$ cat config.mk
export PLATFORM = sky130hd
export DESIGN_NAME = button_debounce_autorepeat_flat
export DESIGN_NICKNAME = d
export VERILOG_FILES = /design/src/hw/rtl/bdar_pkg.sv /design/src/hw/rtl/bdar_in_if.sv /design/src/hw/rtl/bdar_out_if.sv /design/src/hw/rtl/button_debounce_autorepeat.sv /design/src/hw/rtl/bdar_lane.sv /design/src/hw/rtl/bdar_merge.sv /design/src/flat_wrapper.sv
export SDC_FILE = /design/constraint.sdc
export NUM_CORES = 1
export LEC_CHECK = 0
export ABC_AREA = 1
export BUFFER_PORTS_ARGS = -buffer_cell sky130_fd_sc_hd__buf_4
export CAP_MARGIN = 20
export CELL_PAD_IN_SITES_DETAIL_PLACEMENT = 0
export CELL_PAD_IN_SITES_GLOBAL_PLACEMENT = 1
export CORE_AREA = 2 2 133 135
export DETAILED_ROUTE_END_ITERATION = 8
export DIE_AREA = 0 0 135 137
export HOLD_SLACK_MARGIN = 0.05
export MAX_ROUTING_LAYER = met4
export PLACE_DENSITY_LB_ADDON = 0.1
export SLEW_MARGIN = 20
export SYNTH_ARGS = -nofsm -noshare
export SYNTH_HDL_FRONTEND = slang
export SYNTH_SLANG_ARGS = --single-unit
$ cat constraint.sdc
create_clock -name i_clk -period 3.7 [get_ports i_clk]
set_input_delay 0.185 -clock i_clk [delete_from_list [all_inputs] [get_ports i_clk]]
set_output_delay 0.185 -clock i_clk [all_outputs]
set_load 0.005 [all_outputs]
$ cat src/hw/rtl/bdar_pkg.sv
package bdar_pkg;

    localparam int NUM_BUTTONS     = 5;
    localparam int NUM_DIRECTIONAL = 4;
    localparam int TIMER_WIDTH     = 12;
    localparam int DEB_WIDTH       = 8;
    localparam int MASK_WIDTH      = 5;
    localparam int CFG_DATA_WIDTH  = 12;
    localparam int CFG_IDX_WIDTH   = 3;
    localparam int BTN_WIDTH       = 3;

    // configuration register indexes
    localparam logic [CFG_IDX_WIDTH-1:0] CFG_DEBOUNCE_TICKS     = 3'd0;
    localparam logic [CFG_IDX_WIDTH-1:0] CFG_REPEAT_FIRST_DELAY = 3'd1;
    localparam logic [CFG_IDX_WIDTH-1:0] CFG_REPEAT_PERIOD      = 3'd2;
    localparam logic [CFG_IDX_WIDTH-1:0] CFG_ACCEPT_MASK        = 3'd3;
    localparam logic [CFG_IDX_WIDTH-1:0] CFG_REPEAT_ENABLE      = 3'd4;

    // reset values of the configuration registers
    localparam logic [DEB_WIDTH-1:0]   RST_DEBOUNCE_TICKS     = 8'd25;
    localparam logic [TIMER_WIDTH-1:0] RST_REPEAT_FIRST_DELAY = 12'd350;
    localparam logic [TIMER_WIDTH-1:0] RST_REPEAT_PERIOD      = 12'd100;
    localparam logic [MASK_WIDTH-1:0]  RST_ACCEPT_MASK        = 5'd31;
    localparam logic                   RST_REPEAT_ENABLE      = 1'b1;

    // event codes
    localparam logic [BTN_WIDTH-1:0] KEY_NONE   = 3'd0;
    localparam logic [BTN_WIDTH-1:0] KEY_UP     = 3'd1;
    localparam logic [BTN_WIDTH-1:0] KEY_DOWN   = 3'd2;
    localparam logic [BTN_WIDTH-1:0] KEY_LEFT   = 3'd3;
    localparam logic [BTN_WIDTH-1:0] KEY_RIGHT  = 3'd4;
    localparam logic [BTN_WIDTH-1:0] KEY_SELECT = 3'd5;

    typedef struct packed {
        logic accept;   // lane sees an accepted level change
        logic press;    // that change is a press
    } t_lane_stat;

    typedef struct packed {
        logic [BTN_WIDTH-1:0] event_button;
        logic                 is_repeat;
    } t_result;

    typedef struct packed {
        logic [DEB_WIDTH-1:0]   debounce_ticks;
        logic [TIMER_WIDTH-1:0] repeat_first_delay;
        logic [TIMER_WIDTH-1:0] repeat_period;
        logic [MASK_WIDTH-1:0]  accept_mask;
        logic                   repeat_enable;
    } t_cfg;

endpackage

$ cat src/hw/rtl/bdar_in_if.sv
interface bdar_in_if;
    import bdar_pkg::*;

    logic                  valid;
    logic                  ready;
    logic [MASK_WIDTH-1:0] raw_levels;

    modport source (output valid, output raw_levels, input ready);
    modport sink (input valid, input raw_levels, output ready);
endinterface

$ cat src/hw/rtl/bdar_out_if.sv
interface bdar_out_if;
    import bdar_pkg::*;

    logic                 valid;
    logic                 ready;
    logic [BTN_WIDTH-1:0] event_button;
    logic                 is_repeat;

    modport source (output valid, output event_button, output is_repeat, input ready);
    modport sink (input valid, input event_button, input is_repeat, output ready);
endinterface

$ cat src/hw/rtl/button_debounce_autorepeat.sv
// Debouncer for five active-low buttons with typematic auto-repeat. Each input
// transaction is one millisecond tick carrying the raw pin levels; each tick gives
// exactly one output transaction (event_button 0 when nothing is reported). One
// lane per button holds its debounced level and a saturating tick counter; a merge
// stage picks the first accepted press, freezes the lanes after it for that tick,
// applies the report mask and runs the repeat timer for a held direction. A tick
// is taken every clock cycle while the queue has a free entry, and its result is
// registered in a two-entry output queue, so input keeps flowing while one result
// waits; the rate is one tick per cycle, set by the lane and merge update, until the
// queue fills. Write the configuration registers (index 0 debounce, 1 first delay,
// 2 period, 3 mask, 4 repeat enable) only while no tick is pending in the block.
module button_debounce_autorepeat
    import bdar_pkg::*;
(
    input  logic                      i_clk,
    input  logic                      i_rst_n,
    input  logic                      i_cfg_we,
    input  logic [CFG_IDX_WIDTH-1:0]  i_cfg_idx,
    input  logic [CFG_DATA_WIDTH-1:0] i_cfg_data,
    bdar_in_if.sink                   i_in,
    bdar_out_if.source                o_out
);

    t_cfg                   r_cfg;
    t_lane_stat             lane_stat [NUM_BUTTONS];
    logic [NUM_BUTTONS-1:0] apply;
    logic [NUM_BUTTONS-1:0] pressed_now;
    t_result                result;
    logic                   tick;
    logic                   pop;

    // two-entry output queue
    t_result    r_q [2];
    logic       r_head;
    logic [1:0] r_count;

    // configuration registers
    always_ff @(posedge i_clk) begin
        if (!i_rst_n) begin
            r_cfg.debounce_ticks     <= RST_DEBOUNCE_TICKS;
            r_cfg.repeat_first_delay <= RST_REPEAT_FIRST_DELAY;
            r_cfg.repeat_period      <= RST_REPEAT_PERIOD;
            r_cfg.accept_mask        <= RST_ACCEPT_MASK;
            r_cfg.repeat_enable      <= RST_REPEAT_ENABLE;
        end else if (i_cfg_we) begin
            case (i_cfg_idx)
                CFG_DEBOUNCE_TICKS: begin
                    r_cfg.debounce_ticks <= i_cfg_data[DEB_WIDTH-1:0];
                end
                CFG_REPEAT_FIRST_DELAY: begin
                    r_cfg.repeat_first_delay <= i_cfg_data[TIMER_WIDTH-1:0];
                end
                CFG_REPEAT_PERIOD: begin
                    r_cfg.repeat_period <= i_cfg_data[TIMER_WIDTH-1:0];
                end
                CFG_ACCEPT_MASK: begin
                    r_cfg.accept_mask <= i_cfg_data[MASK_WIDTH-1:0];
                end
                CFG_REPEAT_ENABLE: begin
                    r_cfg.repeat_enable <= i_cfg_data[0];
                end
                default: begin
                    // unused index: drop the write
                end
            endcase
        end
    end

    // hold the tick off only when both queue entries are occupied
    assign i_in.ready  = (r_count != 2'd2);
    assign tick        = i_in.valid & i_in.ready;
    assign pop         = o_out.valid & o_out.ready;
    assign pressed_now = ~i_in.raw_levels[NUM_BUTTONS-1:0];

    for (genvar g = 0; g < NUM_BUTTONS; g++) begin : g_lane
        bdar_lane u_lane (
            .i_clk            (i_clk),
            .i_rst_n          (i_rst_n),
            .i_tick           (tick),
            .i_pressed        (pressed_now[g]),
            .i_debounce_ticks (r_cfg.debounce_ticks),
            .i_apply          (apply[g]),
            .o_stat           (lane_stat[g])
        );
    end

    bdar_merge u_merge (
        .i_clk     (i_clk),
        .i_rst_n   (i_rst_n),
        .i_tick    (tick),
        .i_pressed (pressed_now),
        .i_stat    (lane_stat),
        .i_cfg     (r_cfg),
        .o_apply   (apply),
        .o_result  (result)
    );

    // queue payload: write behind the occupied entries
    always_ff @(posedge i_clk) begin
        if (tick) begin
            r_q[r_head ^ (r_count != 2'd0)] <= result;
        end
    end

    // queue control: advance the head on every completed output transaction
    always_ff @(posedge i_clk) begin
        if (!i_rst_n) begin
            r_head  <= 1'b0;
            r_count <= 2'd0;
        end else begin
            if (pop) begin
                r_head <= ~r_head;
            end
            case ({tick, pop})
                2'b10:   r_count <= r_count + 2'd1;
                2'b01:   r_count <= r_count - 2'd1;
                default: r_count <= r_count;
            endcase
        end
    end

    assign o_out.valid        = (r_count != 2'd0);
    assign o_out.event_button = r_q[r_head].event_button;
    assign o_out.is_repeat    = r_q[r_head].is_repeat;

endmodule

$ cat src/hw/rtl/bdar_lane.sv
module bdar_lane
    import bdar_pkg::*;
(
    input  logic                 i_clk,
    input  logic                 i_rst_n,
    input  logic                 i_tick,
    input  logic                 i_pressed,
    input  logic [DEB_WIDTH-1:0] i_debounce_ticks,
    input  logic                 i_apply,
    output t_lane_stat           o_stat
);

    logic [DEB_WIDTH-1:0] r_since;
    logic                 r_deb;
    logic [DEB_WIDTH-1:0] n_since;
    logic                 n_deb;
    logic [DEB_WIDTH-1:0] since_inc;
    logic                 accept;

    // saturate at the limit; a lowered limit leaves a larger count alone
    assign since_inc = (r_since < i_debounce_ticks) ? r_since + 1'b1 : r_since;
    assign accept    = (i_pressed ^ r_deb) && (since_inc >= i_debounce_ticks);

    assign o_stat.accept = accept;
    assign o_stat.press  = accept & i_pressed;

    always_comb begin
        if (accept && i_apply) begin
            n_since = '0;
            n_deb   = ~r_deb;
        end else begin
            n_since = since_inc;
            n_deb   = r_deb;
        end
    end

    always_ff @(posedge i_clk) begin
        if (!i_rst_n) begin
            r_since <= '0;
            r_deb   <= 1'b0;
        end else if (i_tick) begin
            r_since <= n_since;
            r_deb   <= n_deb;
        end
    end

endmodule

$ cat src/hw/rtl/bdar_merge.sv
module bdar_merge
    import bdar_pkg::*;
(
    input  logic                   i_clk,
    input  logic                   i_rst_n,
    input  logic                   i_tick,
    input  logic [NUM_BUTTONS-1:0] i_pressed,
    input  t_lane_stat             i_stat [NUM_BUTTONS],
    input  t_cfg                   i_cfg,
    output logic [NUM_BUTTONS-1:0] o_apply,
    output t_result                o_result
);

    logic [BTN_WIDTH-1:0]   r_held;
    logic [TIMER_WIDTH-1:0] r_countdown;
    logic [BTN_WIDTH-1:0]   n_held;
    logic [TIMER_WIDTH-1:0] n_countdown;
    logic [BTN_WIDTH-1:0]   press_btn;
    logic                   found;
    logic                   still;
    logic                   masked;
    logic [TIMER_WIDTH-1:0] cd_dec;

    always_comb begin
        // lanes past the first accepted press are frozen this tick
        found     = 1'b0;
        press_btn = KEY_NONE;
        masked    = 1'b0;
        still     = 1'b0;
        for (int i = 0; i < NUM_BUTTONS; i++) begin
            o_apply[i] = ~found;
            if (!found && i_stat[i].press) begin
                found     = 1'b1;
                press_btn = BTN_WIDTH'(i + 1);
                masked    = i_cfg.accept_mask[i];
            end
            if (r_held == BTN_WIDTH'(i + 1)) begin
                still = i_pressed[i];
            end
        end

        cd_dec      = (r_countdown != '0) ? r_countdown - 1'b1 : r_countdown;
        n_held      = r_held;
        n_countdown = r_countdown;
        o_result.event_button = KEY_NONE;
        o_result.is_repeat    = 1'b0;

        if (found && masked) begin
            o_result.event_button = press_btn;
            n_held = (press_btn <= BTN_WIDTH'(NUM_DIRECTIONAL) && i_cfg.repeat_enable)
                     ? press_btn : KEY_NONE;
            n_countdown = i_cfg.repeat_first_delay;
        end else if (r_held != KEY_NONE) begin
            if (!still || !i_cfg.repeat_enable) begin
                n_held = KEY_NONE;
            end else if (cd_dec == '0) begin
                o_result.event_button = r_held;
                o_result.is_repeat    = 1'b1;
                n_countdown           = i_cfg.repeat_period;
            end else begin
                n_countdown = cd_dec;
            end
        end
    end

    always_ff @(posedge i_clk) begin
        if (!i_rst_n) begin
            r_held      <= KEY_NONE;
            r_countdown <= '0;
        end else if (i_tick) begin
            r_held      <= n_held;
            r_countdown <= n_countdown;
        end
    end

endmodule

$ cat src/flat_wrapper.sv
// flat-port wrapper written by rule: the top's interface ports become plain ports
module button_debounce_autorepeat_flat import bdar_pkg::*;
  (i_clk, i_rst_n, i_cfg_we, i_cfg_idx, i_cfg_data, i_in_valid, i_in_raw_levels, i_in_ready, o_out_valid, o_out_event_button, o_out_is_repeat, o_out_ready);
  bdar_in_if i_in_i ();
  bdar_out_if o_out_i ();
  input  logic i_clk;
  input  logic i_rst_n;
  input  logic i_cfg_we;
  input  logic [CFG_IDX_WIDTH-1:0] i_cfg_idx;
  input  logic [CFG_DATA_WIDTH-1:0] i_cfg_data;
  input wire logic [$bits(i_in_i.valid)-1:0] i_in_valid;
  input wire logic [$bits(i_in_i.raw_levels)-1:0] i_in_raw_levels;
  output wire logic [$bits(i_in_i.ready)-1:0] i_in_ready;
  output wire logic [$bits(o_out_i.valid)-1:0] o_out_valid;
  output wire logic [$bits(o_out_i.event_button)-1:0] o_out_event_button;
  output wire logic [$bits(o_out_i.is_repeat)-1:0] o_out_is_repeat;
  input wire logic [$bits(o_out_i.ready)-1:0] o_out_ready;
  assign i_in_i.valid = i_in_valid;
  assign i_in_i.raw_levels = i_in_raw_levels;
  assign i_in_ready = i_in_i.ready;
  assign o_out_valid = o_out_i.valid;
  assign o_out_event_button = o_out_i.event_button;
  assign o_out_is_repeat = o_out_i.is_repeat;
  assign o_out_i.ready = o_out_ready;
  button_debounce_autorepeat u_core (.i_clk(i_clk), .i_rst_n(i_rst_n), .i_cfg_we(i_cfg_we), .i_cfg_idx(i_cfg_idx), .i_cfg_data(i_cfg_data), .i_in(i_in_i), .o_out(o_out_i));
endmodule
==> run summary <==
The y dimension of the die is 137 um. TritonCTS built the clock tree. The deepest clock path buffer count is 2.

The floorplan has 48 rows. The startpoint identified for the worst register-to-register timing path is u_core.r_cfg[37]. The run finished with clean final reports. Clock latency on the worst-skew pair, taken at its later pin, is 0.37 ns.

Measured along the x axis, the die boundary spans 135 um. The count of port buffers added during placement was 30; the maximum net fanout on the critical path was 6. The launch point of the worst hold path was i_cfg_data[4]. The smallest setup slack after layout was 0.167 ns.

Setup repair after global routing could not meet its margin everywhere. At the pin with the least slew margin, the transition time is 0.568 ns. The length of the first detailed-routing pass in iterations was 4. The critical path is of the reg2reg type. Once placement completed, the tool counted placed cells totaling 1,393.

In this run the cell area of the synthesized design comes to 0.00766 mm2. The number of DRC violations after detailed routing was 0. In the final design database the tool counted 1,314 nets. Sink count of the clock tree: 110.

The critical path starts at u_core.r_cfg[37]. The min-delay analysis places its worst path in the category in2reg. After detailed routing, the wire length on met1 is 10,400 um. The time the worst path needs with I/O delays and setup was 3.53 ns.

During synthesis, Yosys emitted a total of 0 warnings. Setup violations remaining at the end of the flow were counted as 0. CTS placed an instance of sky130_fd_sc_hd__clkbuf_16 at the clock tree root. Timing would allow up to 283 MHz.

The clock transition at the registers of the reported paths is 0.09 ns. The total detailed-routing wirelength was 20,800 um; the power per standard cell area was 581 mW/mm2. After the flow finishes, the layout carries non-filler instances totaling 1,436. The via count of the first global-routing pass was 6,684; the part of the cycle the worst path needs was 95.5%. In this design, the critical path's most frequently occurring cell is sky130_fd_sc_hd__nand2_2.

Summing all multi-input logic gate instances after layout gives 0.00515 mm2. Data on the critical path arrives at its endpoint at 3.79 ns. The delay of the slowest cell on the worst path is 0.34 ns. The post-synthesis instance total is 1,118, and the DRC violation total after the first TritonRoute iteration is 359.

After synthesis, flip-flops and latches occupy 29.8% of the total area. The H-tree was split into 3 levels. For the worst setup path, the data required time is 3.96 ns. The minimum setup slack among reg-to-reg paths came out at 0.17 ns. For the number of I/O pins, the log shows 31. Counting the fill cells in the layout gives 1,705. Kind of cell adding the most delay to the critical path: simple AND/OR/NAND/NOR gates.

A synthesized cell averages 6.85 um2. The most used flip-flop cell after synthesis is sky130_fd_sc_hd__dfxtp_1. STA classifies the critical path startpoint as a register.

Detailed routing inserted a total of 7,257 vias. The die covers 0.0185 mm2. The remaining antenna violation count after routing was 0. The fraction of final layout cells with drive strength greater than 1 was 20.5%. The logs give 0 for the number of antenna repair diodes and 44.9% for the starting density of the core. The number of nets handed over by synthesis was 1,226. The total grt overflow is 0.

For the final routed database, the setup TNS stands at 0 ns. The highest metal layer carrying signal wires in the routed design is met4. Measured on the finished design, the core utilization comes to 55.8%. Layout overhead on the synthesized area: 24.2%.

The number of enable-type register cells in the synthesized netlist was 8. Cell type of the slowest stage on the worst timing path: sky130_fd_sc_hd__dfxtp_2. Entering global routing, the biggest net connects 56 pins. The total area inside the core boundary comes to 0.0171 mm2. In this run the static leakage power is 4.78 nW. The tightest slew margin relative to the limit is 62.1%.

Across the VDD grid, the largest voltage drop is 0.325 mV. The logs give 0 for the max-slew violation total from the final report and 9640 um for the met2 wire length. Counting flops and latches in the post-synthesis netlist gives 110. The average wire per standard cell came out at 14.5 um.

The netlist uses 42 different library cells. The number of buffers added by the clock tree synthesis step is 9, and the total track usage is 23.0%. The area occupied by registers is 0.00229 mm2. Kind of end point of the critical path: a register. The run gives 0 as the number of antenna violations at the first check in global routing. The detailed-route vias per instance works out to 5.05. The first global-routing pass estimated 32,900 um of wire. The clock skew was 0.0170 ns. The placed wire-length estimate is 14,600 um, and the routed length on met3 is 463 um. The count of final hold-check violations was 0; the worst-case setup slack after placement was 0.0421 ns. In the synthesized netlist the async set-or-reset flop fraction comes to 0%. The tool flagged a number of max-cap violations equal to 0. The critical path contains buffers and inverters numbering 5 combined. The weighted congestion at the end of routability-driven global placement was 0.824.
-- state kept, by name, indices dropped and copies added, names as in the netlist, named ones only --
signal / cells
u_core.g_lane.u_lane.r_deb: 5
u_core.g_lane.u_lane.r_since: 40
u_core.r_cfg: 38
u_core.r_count: 2
u_core.r_head: 1
u_core.r_q: 8
u_core.u_merge.r_countdown: 12
u_core.u_merge.r_held: 3
-- area by class of cell --
class | count | share of cell area, %
sequential | 110 | 24.0
multi-input combinational | 849 | 54.2
timing repair buffer | 106 | 10.1
timing repair inverter | 1 | 0.0526
inverter | 129 | 5.31
tap | 225 | 2.96
clock inverter | 7 | 1.04
clock buffer | 9 | 2.37
-- power breakdown --
group / internal (W) / switching (W) / total [W]
combinational: 0.00118 / 0.00183 / 0.00301
clock: 0.000493 / 0.000553 / 0.00105
sequential: 0.00134 / 0.000130 / 0.00147
-- layout by cell type, fill, tap and decap left out, types with 8 or more instances in the layout --
| master | synthesis | routed |
|---|---|---|
| sky130_fd_sc_hd__inv_1 | 107 | 102 |
| sky130_fd_sc_hd__o21ai_0 | 45 | 41 |
| sky130_fd_sc_hd__o21a_1 | 9 | 8 |
| sky130_fd_sc_hd__nand2_1 | 313 | 281 |
| sky130_fd_sc_hd__ha_4 | 0 | 15 |
| sky130_fd_sc_hd__nand4_1 | 28 | 28 |
| sky130_fd_sc_hd__inv_2 | 19 | 20 |
| sky130_fd_sc_hd__nor2_2 | 6 | 21 |
| sky130_fd_sc_hd__a21oi_1 | 78 | 73 |
| sky130_fd_sc_hd__ha_1 | 83 | 68 |
| sky130_fd_sc_hd__edfxtp_1 | 8 | 8 |
| sky130_fd_sc_hd__nand3_1 | 57 | 53 |
| sky130_fd_sc_hd__nor2_1 | 116 | 101 |
| sky130_fd_sc_hd__dfxtp_1 | 102 | 99 |
| sky130_fd_sc_hd__xnor2_1 | 14 | 14 |
| sky130_fd_sc_hd__buf_4 | 4 | 83 |
| sky130_fd_sc_hd__clkbuf_16 | 0 | 11 |
| sky130_fd_sc_hd__a22oi_1 | 12 | 12 |
| sky130_fd_sc_hd__nor3_1 | 10 | 10 |
| sky130_fd_sc_hd__xor2_1 | 31 | 30 |
| sky130_fd_sc_hd__buf_12 | 0 | 8 |
| sky130_fd_sc_hd__nand2_2 | 6 | 34 |
| sky130_fd_sc_hd__o21ai_1 | 9 | 12 |
-- cells by family (layout without fill, tap and decap cells) --
| kind of cell | Yosys count | in the layout | synth area share [%] |
|---|---|---|---|
| simple gates | 550 | 550 | 30.5 |
| compound gates | 167 | 167 | 12.1 |
| buf+inv | 159 | 252 | 8.41 |
| flops | 110 | 110 | 29.8 |
| fa+ha+maj | 83 | 83 | 13.6 |
| xor+xnor | 45 | 45 | 5.14 |
| mux | 4 | 4 | 0.588 |
-- worst reg2reg max path, stage by stage (launching register included) --
cell and delay (ns):
sky130_fd_sc_hd__dfxtp_2 0.34, sky130_fd_sc_hd__clkinvlp_4 0.10, sky130_fd_sc_hd__buf_12 0.15, sky130_fd_sc_hd__ha_4 0.24, sky130_fd_sc_hd__a21oi_1 0.17, sky130_fd_sc_hd__o21a_1 0.17
sky130_fd_sc_hd__nand2_2 0.10, sky130_fd_sc_hd__inv_4 0.10, sky130_fd_sc_hd__nand2_4 0.05, sky130_fd_sc_hd__xor2_1 0.12, sky130_fd_sc_hd__inv_1 0.07, sky130_fd_sc_hd__ha_1 0.30
sky130_fd_sc_hd__nand2_2 0.08, sky130_fd_sc_hd__nor2_2 0.03, sky130_fd_sc_hd__nor2_1 0.09, sky130_fd_sc_hd__nand2_1 0.08, sky130_fd_sc_hd__nand2_2 0.11, sky130_fd_sc_hd__nand2_2 0.08
sky130_fd_sc_hd__nand2_4 0.09, sky130_fd_sc_hd__nand3_4 0.11, sky130_fd_sc_hd__nor2_4 0.18, sky130_fd_sc_hd__nand3_4 0.13, sky130_fd_sc_hd__nand3_4 0.14, sky130_fd_sc_hd__nand2_8 0.08
sky130_fd_sc_hd__clkbuf_16 0.19, sky130_fd_sc_hd__nor2_1 0.10, sky130_fd_sc_hd__nor2_1 0.05
-- per-stage QoR --
step	hold WS (ns)	area (um2)	total power [W]
6_report	0.0635	9520	0.00553
5_1_grt	0.0794	9520	0.00601
4_1_cts	0.0586	8880	0.00519
3_5_place_dp	0.412	8450	0.00411
3_3_place_gp	0.410	8450	0.00411
2_1_floorplan	0.294	7660	0.00344
-- per-layer routing --
metal,GRT usage (%),vias to the layer above
li1,-,3834
met1,30.7,3335
met2,37.6,73
met3,2.00,15
met4,6.31,0
met5,-,-
-- timing repair --
item,CTS,global route
gates resized for setup,2,101
setup buffers,2,14
pin swaps,0,45
cloned,0,4
endpoints found under the setup margin,3,49
hold buffers,7,0
endpoints found under the hold margin,10,0
-- worst paths after layout --
path,to,cells past startpoint
setup / recovery,u_core.u_merge.r_countdown[5],26
hold / removal,u_core.r_cfg[22],3
setup reg to reg,u_core.u_merge.r_countdown[5],26
hold reg to reg,u_core.r_cfg[19],2
-- synthesized netlist by cell type, drive strengths merged (12+ instances only) --
cell	count	share of area, %
a21oi	79	5.2
a22oi	12	1.2
clkbuf	22	1.1
dfxtp	102	27
ha	83	14
inv	127	6.3
nand2	320	16
nand3	62	4.5
nand4	28	2.3
nor2	124	6.5
o21ai	55	3.6
xnor2	14	1.6
xor2	31	3.5
No activity file was read; power rests on OpenSTA's default activity.
